## src/design/lset_pkg.sv

```systemverilog
`timescale 1ns / 1ps
// ---------------------------------------------------------------------------
// lset_pkg: shared types and constants for the line sensor error tracker
// Frame and result formats, register indexes, reset values and pair wiring.
// ---------------------------------------------------------------------------
package lset_pkg;

  localparam int SAMPLE_BITS = 12;
  localparam int NUM_SENSORS = 8;
  localparam int NUM_PAIRS   = 3;
  localparam int ERR_W       = 16;

  localparam int THR_W   = 12;
  localparam int OUTER_W = 15;
  localparam int ALPHA_W = 9;
  localparam int CFG_IDX_W  = 2;
  localparam int CFG_DATA_W = 15;

  // compare width covers both the sample and the threshold registers
  localparam int CMP_W = (SAMPLE_BITS > THR_W) ? SAMPLE_BITS : THR_W;

  localparam logic [THR_W-1:0]   LOW_THR_RST  = THR_W'(1000);
  localparam logic [THR_W-1:0]   HIGH_THR_RST = THR_W'(2000);
  localparam logic [OUTER_W-1:0] OUTER_RST    = OUTER_W'(1280);
  localparam logic [ALPHA_W-1:0] ALPHA_ONE    = ALPHA_W'(256);

  // Q8.8 unit error
  localparam logic signed [ERR_W:0] Q_ONE = (ERR_W+1)'(256);

  // mask queue between qualifier and smoothing
  localparam int Q_DEPTH = 2;

  // sensor positions of the left and right member of each pair
  localparam int unsigned PAIR_LEFT  [NUM_PAIRS] = '{0, 3, 6};
  localparam int unsigned PAIR_RIGHT [NUM_PAIRS] = '{2, 5, 7};

  typedef enum logic [CFG_IDX_W-1:0] {
    REG_LOW_THR  = 2'd0,
    REG_HIGH_THR = 2'd1,
    REG_OUTER    = 2'd2,
    REG_ALPHA    = 2'd3
  } lset_reg_t;

  typedef struct packed {
    logic [SAMPLE_BITS-1:0] sample_front_left;
    logic [SAMPLE_BITS-1:0] sample_front_mid;
    logic [SAMPLE_BITS-1:0] sample_front_right;
    logic [SAMPLE_BITS-1:0] sample_back_left;
    logic [SAMPLE_BITS-1:0] sample_back_mid;
    logic [SAMPLE_BITS-1:0] sample_back_right;
    logic [SAMPLE_BITS-1:0] sample_side_one;
    logic [SAMPLE_BITS-1:0] sample_side_two;
  } lset_in_t;

  typedef struct packed {
    logic [NUM_SENSORS-1:0]   tape_mask;
    logic signed [ERR_W-1:0]  front_error;
    logic signed [ERR_W-1:0]  back_error;
    logic signed [ERR_W-1:0]  side_error;
  } lset_out_t;

  typedef struct packed {
    logic full;
    logic empty;
  } lset_qstat_t;

endpackage

```

## src/design/lset_front.sv

```systemverilog
`timescale 1ns / 1ps
// ---------------------------------------------------------------------------
// lset_front: hysteresis qualifier
// Updates the eight stored tape flags from each accepted frame and pushes
// the resulting mask into the queue.
// ---------------------------------------------------------------------------
module lset_front
  import lset_pkg::*;
(
  input  logic                   clk,
  input  logic                   rst,
  input  logic                   in_valid,
  input  lset_in_t               in_item,
  output logic                   in_stall,
  input  logic [THR_W-1:0]       clear_level,
  input  logic [THR_W-1:0]       set_level,
  input  lset_qstat_t            qstat,
  output logic                   push,
  output logic [NUM_SENSORS-1:0] push_mask
);

  logic [NUM_SENSORS-1:0] tape_flags;
  logic [NUM_SENSORS-1:0] tape_flags_next;
  logic [SAMPLE_BITS-1:0] samples [NUM_SENSORS];

  assign samples[0] = in_item.sample_front_left;
  assign samples[1] = in_item.sample_front_mid;
  assign samples[2] = in_item.sample_front_right;
  assign samples[3] = in_item.sample_back_left;
  assign samples[4] = in_item.sample_back_mid;
  assign samples[5] = in_item.sample_back_right;
  assign samples[6] = in_item.sample_side_one;
  assign samples[7] = in_item.sample_side_two;

  always_comb begin
    logic [CMP_W-1:0] s;
    logic [CMP_W-1:0] lo;
    logic [CMP_W-1:0] hi;
    lo = CMP_W'(clear_level);
    hi = CMP_W'(set_level);
    for (int i = 0; i < NUM_SENSORS; i++) begin
      s = CMP_W'(samples[i]);
      if (tape_flags[i] && (s < lo)) begin
        tape_flags_next[i] = 1'b0;
      end else if (!tape_flags[i] && (s > hi)) begin
        tape_flags_next[i] = 1'b1;
      end else begin
        tape_flags_next[i] = tape_flags[i];
      end
    end
  end

  assign in_stall  = qstat.full;
  assign push      = in_valid && !in_stall;
  assign push_mask = tape_flags_next;

  always_ff @(posedge clk) begin
    if (rst) begin
      tape_flags <= '0;
    end else if (push) begin
      tape_flags <= tape_flags_next;
    end
  end

endmodule

```

## src/design/lset_queue.sv

```systemverilog
`timescale 1ns / 1ps
// ---------------------------------------------------------------------------
// lset_queue: mask queue
// Short FIFO of tape masks between the qualifier and the smoothing stage.
// ---------------------------------------------------------------------------
module lset_queue
  import lset_pkg::*;
(
  input  logic                   clk,
  input  logic                   rst,
  input  logic                   push,
  input  logic [NUM_SENSORS-1:0] push_mask,
  input  logic                   pop,
  output logic [NUM_SENSORS-1:0] pop_mask,
  output lset_qstat_t            qstat
);

  localparam int PTR_W = (Q_DEPTH > 1) ? $clog2(Q_DEPTH) : 1;
  localparam int CNT_W = $clog2(Q_DEPTH + 1);

  logic [NUM_SENSORS-1:0] mem [Q_DEPTH];
  logic [PTR_W-1:0]       wr_ptr;
  logic [PTR_W-1:0]       rd_ptr;
  logic [CNT_W-1:0]       count;

  function automatic logic [PTR_W-1:0] ptr_inc(input logic [PTR_W-1:0] p);
    ptr_inc = (p == PTR_W'(Q_DEPTH - 1)) ? '0 : p + 1'b1;
  endfunction

  assign qstat.full  = (count == CNT_W'(Q_DEPTH));
  assign qstat.empty = (count == '0);
  assign pop_mask    = mem[rd_ptr];

  always_ff @(posedge clk) begin
    if (push) begin
      mem[wr_ptr] <= push_mask;
    end
  end

  always_ff @(posedge clk) begin
    if (rst) begin
      wr_ptr <= '0;
      rd_ptr <= '0;
      count  <= '0;
    end else begin
      if (push) begin
        wr_ptr <= ptr_inc(wr_ptr);
      end
      if (pop) begin
        rd_ptr <= ptr_inc(rd_ptr);
      end
      if (push && !pop) begin
        count <= count + 1'b1;
      end else if (pop && !push) begin
        count <= count - 1'b1;
      end
    end
  end

  a_no_pop_empty: assert property (@(posedge clk) disable iff (rst)
    !(pop && qstat.empty))
    else $error("pop from empty mask queue");

  a_count_bound: assert property (@(posedge clk) disable iff (rst)
    count <= CNT_W'(Q_DEPTH))
    else $error("mask queue count beyond depth");

  a_count_grow: assert property (@(posedge clk) disable iff (rst)
    (push && !pop) |=> (count == $past(count) + 1'b1))
    else $error("mask queue count did not follow push");

endmodule

```

## src/design/lset_back.sv

```systemverilog
`timescale 1ns / 1ps
// ---------------------------------------------------------------------------
// lset_back: pair error smoothing
// Pops a mask, forms the raw error of each pair, smooths it into the stored
// error and holds the result in the output register.
// ---------------------------------------------------------------------------
module lset_back
  import lset_pkg::*;
(
  input  logic                   clk,
  input  logic                   rst,
  input  lset_qstat_t            qstat,
  input  logic [NUM_SENSORS-1:0] pop_mask,
  output logic                   pop,
  input  logic [OUTER_W-1:0]     lost_error,
  input  logic [ALPHA_W-1:0]     alpha,
  output logic                   out_valid,
  input  logic                   out_stall,
  output lset_out_t              out_item
);

  logic signed [ERR_W-1:0] err      [NUM_PAIRS];
  logic signed [ERR_W-1:0] err_next [NUM_PAIRS];
  logic [ALPHA_W-1:0]      a_eff;

  assign a_eff = (alpha > ALPHA_ONE) ? ALPHA_ONE : alpha;
  assign pop   = !qstat.empty && (!out_valid || !out_stall);

  // new = prev + a*(raw - prev)/256, floored and saturated: one multiply per pair
  always_comb begin
    logic                    l;
    logic                    r;
    logic signed [ERR_W:0]   raw;
    logic signed [ERR_W:0]   diff;
    logic signed [ERR_W+9:0] prod;
    logic signed [ERR_W+10:0] sum;
    logic signed [ERR_W+2:0] shr;
    for (int p = 0; p < NUM_PAIRS; p++) begin
      l = pop_mask[PAIR_LEFT[p]];
      r = pop_mask[PAIR_RIGHT[p]];
      if (l && !r) begin
        raw = Q_ONE;
      end else if (!l && r) begin
        raw = -Q_ONE;
      end else if (!l && !r && (err[p] > 0)) begin
        raw = $signed({2'b00, lost_error});
      end else if (!l && !r && (err[p] < 0)) begin
        raw = -$signed({2'b00, lost_error});
      end else begin
        raw = '0;
      end
      diff = raw - {err[p][ERR_W-1], err[p]};
      prod = $signed({1'b0, a_eff}) * diff;
      sum  = $signed({{3{err[p][ERR_W-1]}}, err[p], 8'b0}) + {prod[ERR_W+9], prod};
      shr  = sum[ERR_W+10:8];
      if (shr > (ERR_W+3)'(32767)) begin
        err_next[p] = 16'sh7fff;
      end else if (shr < -(ERR_W+3)'(32768)) begin
        err_next[p] = 16'sh8000;
      end else begin
        err_next[p] = shr[ERR_W-1:0];
      end
    end
  end

  always_ff @(posedge clk) begin
    if (rst) begin
      for (int p = 0; p < NUM_PAIRS; p++) begin
        err[p] <= '0;
      end
      out_valid <= 1'b0;
    end else begin
      if (pop) begin
        for (int p = 0; p < NUM_PAIRS; p++) begin
          err[p] <= err_next[p];
        end
        out_valid <= 1'b1;
      end else if (!out_stall) begin
        out_valid <= 1'b0;
      end
    end
  end

  always_ff @(posedge clk) begin
    if (pop) begin
      out_item.tape_mask   <= pop_mask;
      out_item.front_error <= err_next[0];
      out_item.back_error  <= err_next[1];
      out_item.side_error  <= err_next[2];
    end
  end

endmodule

```

## src/design/line_sensor_error_tracker_top.sv

```systemverilog
`timescale 1ns / 1ps
// ---------------------------------------------------------------------------
// line_sensor_error_tracker_top: line sensor error tracker
// Hysteresis-qualified tape flags and smoothed Q8.8 errors for the front,
// back and side sensor pairs, one result per frame.
// ---------------------------------------------------------------------------
//  channel | handshake            | payload
//  --------+----------------------+-------------------------------------
//  in      | in_valid / in_stall  | in_item   (lset_in_t, eight samples)
//  out     | out_valid / out_stall| out_item  (lset_out_t, mask + errors)
//  cfg     | cfg_valid / cfg_ready| cfg_index, cfg_data
//
//  One frame per cycle sustained while out_stall is low; each frame updates
//  the flags and enters the mask queue on the edge that takes it, and is
//  smoothed into the output register when its mask is popped. The
//  stored-error update is a loop through the err register with one 9x17
//  multiply per pair. Reset is synchronous; flags and errors clear to zero.
//  A two-entry mask queue lets the input side keep taking frames while a
//  result waits; in_stall rises only when that queue is full.
// ---------------------------------------------------------------------------
module line_sensor_error_tracker_top
  import lset_pkg::*;
(
  input  logic                  clk,
  input  logic                  rst,
  input  logic                  in_valid,
  output logic                  in_stall,
  input  lset_in_t              in_item,
  output logic                  out_valid,
  input  logic                  out_stall,
  output lset_out_t             out_item,
  input  logic                  cfg_valid,
  output logic                  cfg_ready,
  input  logic [CFG_IDX_W-1:0]  cfg_index,
  input  logic [CFG_DATA_W-1:0] cfg_data
);

  logic [THR_W-1:0]       clear_level;
  logic [THR_W-1:0]       set_level;
  logic [OUTER_W-1:0]     lost_error;
  logic [ALPHA_W-1:0]     alpha;
  logic                   push;
  logic                   pop;
  logic [NUM_SENSORS-1:0] push_mask;
  logic [NUM_SENSORS-1:0] pop_mask;
  lset_qstat_t            qstat;

  assign cfg_ready = 1'b1;

  always_ff @(posedge clk) begin
    if (rst) begin
      clear_level <= LOW_THR_RST;
      set_level   <= HIGH_THR_RST;
      lost_error  <= OUTER_RST;
      alpha       <= ALPHA_ONE;
    end else if (cfg_valid && cfg_ready) begin
      unique case (lset_reg_t'(cfg_index))
        REG_LOW_THR:  clear_level <= cfg_data[THR_W-1:0];
        REG_HIGH_THR: set_level   <= cfg_data[THR_W-1:0];
        REG_OUTER:    lost_error  <= cfg_data[OUTER_W-1:0];
        REG_ALPHA:    alpha       <= cfg_data[ALPHA_W-1:0];
        default: ;
      endcase
    end
  end

  lset_front u_front (
    .clk         (clk),
    .rst         (rst),
    .in_valid    (in_valid),
    .in_item     (in_item),
    .in_stall    (in_stall),
    .clear_level (clear_level),
    .set_level   (set_level),
    .qstat       (qstat),
    .push        (push),
    .push_mask   (push_mask)
  );

  lset_queue u_queue (
    .clk       (clk),
    .rst       (rst),
    .push      (push),
    .push_mask (push_mask),
    .pop       (pop),
    .pop_mask  (pop_mask),
    .qstat     (qstat)
  );

  lset_back u_back (
    .clk        (clk),
    .rst        (rst),
    .qstat      (qstat),
    .pop_mask   (pop_mask),
    .pop        (pop),
    .lost_error (lost_error),
    .alpha      (alpha),
    .out_valid  (out_valid),
    .out_stall  (out_stall),
    .out_item   (out_item)
  );

endmodule
```

## config.mk

```make
export PLATFORM = sky130hd
export DESIGN_NAME = line_sensor_error_tracker_top
export DESIGN_NICKNAME = d
export VERILOG_FILES = /design/src/design/lset_pkg.sv /design/src/design/lset_front.sv /design/src/design/lset_queue.sv /design/src/design/lset_back.sv /design/src/design/line_sensor_error_tracker_top.sv
export SDC_FILE = /design/constraint.sdc
export NUM_CORES = 2
export LEC_CHECK = 0
export ABC_AREA = 1
export BUFFER_PORTS_ARGS = -buffer_cell sky130_fd_sc_hd__buf_2
export CAP_MARGIN = 20
export CORE_MARGIN = 5
export CORE_UTILIZATION = 60
export DETAILED_ROUTE_END_ITERATION = 12
export PLACE_DENSITY = 0.78
export SYNTH_ARGS = -nofsm -noshare
export SYNTH_HDL_FRONTEND = slang
export SYNTH_SLANG_ARGS = --single-unit
```

## constraint.sdc

```tcl
create_clock -name clk -period 26.4 [get_ports clk]
set_input_delay 3.96 -clock clk [delete_from_list [all_inputs] [get_ports clk]]
set_output_delay 3.96 -clock clk [all_outputs]
set_load 0.1 [all_outputs]
```

==> results.json <==
{
  "ys_warn_count": 0,
  "portBuffers": 175,
  "syn-cell-area_mm2": 0.0342,
  "final-hold-violation-count": 0,
  "crit_path_frequent_cell": "nand2_1",
  "slowest_stage": "dfxtp_1",
  "dieArea_mm2": 0.0619,
  "die_w_um": 249,
  "first_global_vias": 30200,
  "clock_latency_ns": 0.49,
  "worst_slew_pin_slew_ns": 1.12,
  "min_period_ns": 11.05,
  "final-max-slew-violation-count": 0,
  "reg2reg_depth": 45,
  "drc": 0,
  "dp_hpwl_mm": 79.4,
  "dpl.cell_count": 5417,
  "ctsResizeCount": 0,
  "status": "complete, no violations",
  "synth-seq-cells": 182,
  "h-tree-depth": 4,
  "crit_path_max_incr_delay_ns": 0.82,
  "post-route-period-util_pct": 41.9,
  "cts_setup_buffers": 0,
  "syn_inst": 4551,
  "arrival_ns": 11.25,
  "syn-num-nets": 5509,
  "min_delay_path_depth": 1,
  "die_y_um": 249,
  "grt_use_total_pct": 30.8,
  "ios": 177,
  "routedWlPerCell_um": 17.8,
  "coreArea_mm2": 0.0565,
  "clk_pin_slew_ns": 0.08,
  "fin_worst_skew_ns": 0.0200,
  "start_kind": "register",
  "synthDistinctLibCells": 59,
  "drt-vias-per-instance": 5.62,
  "grt_overflow": 0,
  "fmax_ghz": 0.0905,
  "clkSinkCount": 182,
  "synth_edf_count": 120,
  "grt_first_pass_wirelength_mm": 156,
  "drtIter0Drc": 2381,
  "root_buffer": "clkbuf_16",
  "synth_area_per_cell_um2": 7.52,
  "num_rows": 87,
  "finalNonFillerCells": 5456,
  "synthFlopType": "edfxtp_1",
  "setup_viol": 0,
  "nets": 5638,
  "hold_buffers": 0,
  "synthToLayoutAreaGrowth_pct": 6.57,
  "hp-start": "u_queue.rd_ptr$_SDFFE_PP0P_",
  "ff2ff_setup_slack_ns": 15.35,
  "via_count": 30700,
  "rsz0062_at_grt": "no",
  "drive_above_1_share_pct": 7.29,
  "ys_seq_area_share_pct": 14.2,
  "critPathKind": "reg2reg",
  "async_flop_share_pct": 0,
  "timing.slew.headroom_pct": 25.4,
  "start_util_pct": 60.6,
  "cts_buffer_depth": 2,
  "drtPass1Iterations": 6,
  "cts_made_buffers": 17,
  "gp_congestion": 0.986,
  "grt_max_degree": 58,
  "cp_max_fo": 30,
  "finalWirelength_mm": 97.3,
  "setup_tns_ns": 0,
  "ant_nets": 0,
  "r2r-end": "u_back.err[0][16]$_SDFFCE_PN0P_",
  "grt_antenna_before_repair": 9,
  "hold_class": "reg2reg",
  "crit_required_ns": 26.60,
  "maxCapViolations": 0,
  "cp-end-kind": "register",
  "cts_tree": "yes"
}
-- cells by family after synthesis --
family / share of synthesized area, %
adders and majority gates: 39.1
DFF: 14.2
buffers and inverters: 10.8
xor gates and xnor gates: 3.33
other: 0.0110
muxes: 0.0658
AOI/OAI and AO/OA: 10.7
and+or+nand+nor: 21.8
-- how the worst max path moves through the flow --
| stage | to | startpoint | slack [ns] | cells past startpoint |
|---|---|---|---|---|
| final | u_back.err[0][16]$_SDFFCE_PN0P_ | register | 15.35 | 45 |
| after global routing | u_back.out_item[28]$_DFFE_PP_ | register | 14.48 | 45 |
| after CTS | u_back.err[0][24]$_SDFFCE_PN0P_ | register | 15.46 | 43 |
| after detailed placement | u_back.err[0][26]$_SDFFCE_PN0P_ | register | 15.50 | 45 |
| after global placement | u_back.out_item[28]$_DFFE_PP_ | register | 15.77 | 42 |
| after floorplan | u_back.err[0][26]$_SDFFCE_PN0P_ | register | 17.94 | 47 |
-- state kept, by name, indices dropped and copies added (netlist names), named ones only --
signal,flops
lost_error,15
u_back.out_item,56
u_queue.mem,16
alpha,9
u_queue.rd_ptr,1
u_queue.wr_ptr,1
u_front.tape_flags,8
clear_level,12
u_back.out_valid,1
u_queue.count,2
u_back.err,48
set_level,12
-- synthesized netlist by cell type, types with 23 or more instances --
library cell,count,area [um^2]
nand2_1,1007,3780
inv_1,865,3250
ha_1,459,5740
nor2_1,411,1540
fa_1,381,7630
a21oi_1,319,1600
nand3_1,174,871
o21ai_0,147,736
edfxtp_1,120,3600
xor2_1,75,657
dfxtp_1,62,1240
xnor2_1,55,482
clkbuf_1,54,203
nand4_1,40,250
o211ai_1,30,225
nor3_1,26,130
nor4_1,24,150
nand2_2,23,144
or2_2,23,144
-- cells in the final DEF, fill, tap and decap left out, types with 75 or more instances in the layout --
master and instances:
nand2_1 1005, inv_1 863, ha_1 459, nor2_1 409
fa_1 381, a21oi_1 319, buf_2 175, nand3_1 174
o21ai_0 147, edfxtp_1 120, xor2_1 75
-- layer usage --
layer	up-vias	global-route usage, %	part of all wire (%)
li1	14800	-	-
met1	14500	40.9	42
met2	1210	50.5	46
met3	240	5.36	7.9
met4	2	12.2	4.4
met5	-	0.695	0.058
-- worst max-delay path: cells and delay by family, from the launching register on --
family	cells	cell delay, ns
compound gates	9	1.72
xor+xnor	1	0.68
simple gates	19	2.99
flops	1	0.82
fa+ha+maj	9	3.92
buf+inv	7	0.61
-- area by class of cell --
cell class	count	area, um^2
Tap cell	756	946
Clock inverter	15	211
Inverter	883	3320
Fill cell	5103	20000
Antenna cell	7	17.5
Clock buffer	17	425
Multi-Input combinational cell	3403	25700
Timing Repair Buffer	193	1010
Sequential cell	182	4840
-- per-stage QoR --
stage | instance area [um^2] | hold WS, ns | utilization, % | setup slack (ns)
2_1_floorplan | 34200 | 0.444 | - | 17.94
3_3_place_gp | 35800 | 0.458 | 63.4 | 15.77
3_5_place_dp | 35800 | 0.469 | 63.4 | 15.50
4_1_cts | 36500 | 0.484 | 64.5 | 15.46
5_1_grt | 36500 | 0.509 | 64.5 | 14.48
6_report | 36500 | 0.487 | 64.6 | 15.35
Power is not shown: default switching activity piles up to over one toggle a cycle in this logic, so the estimate is an artifact.
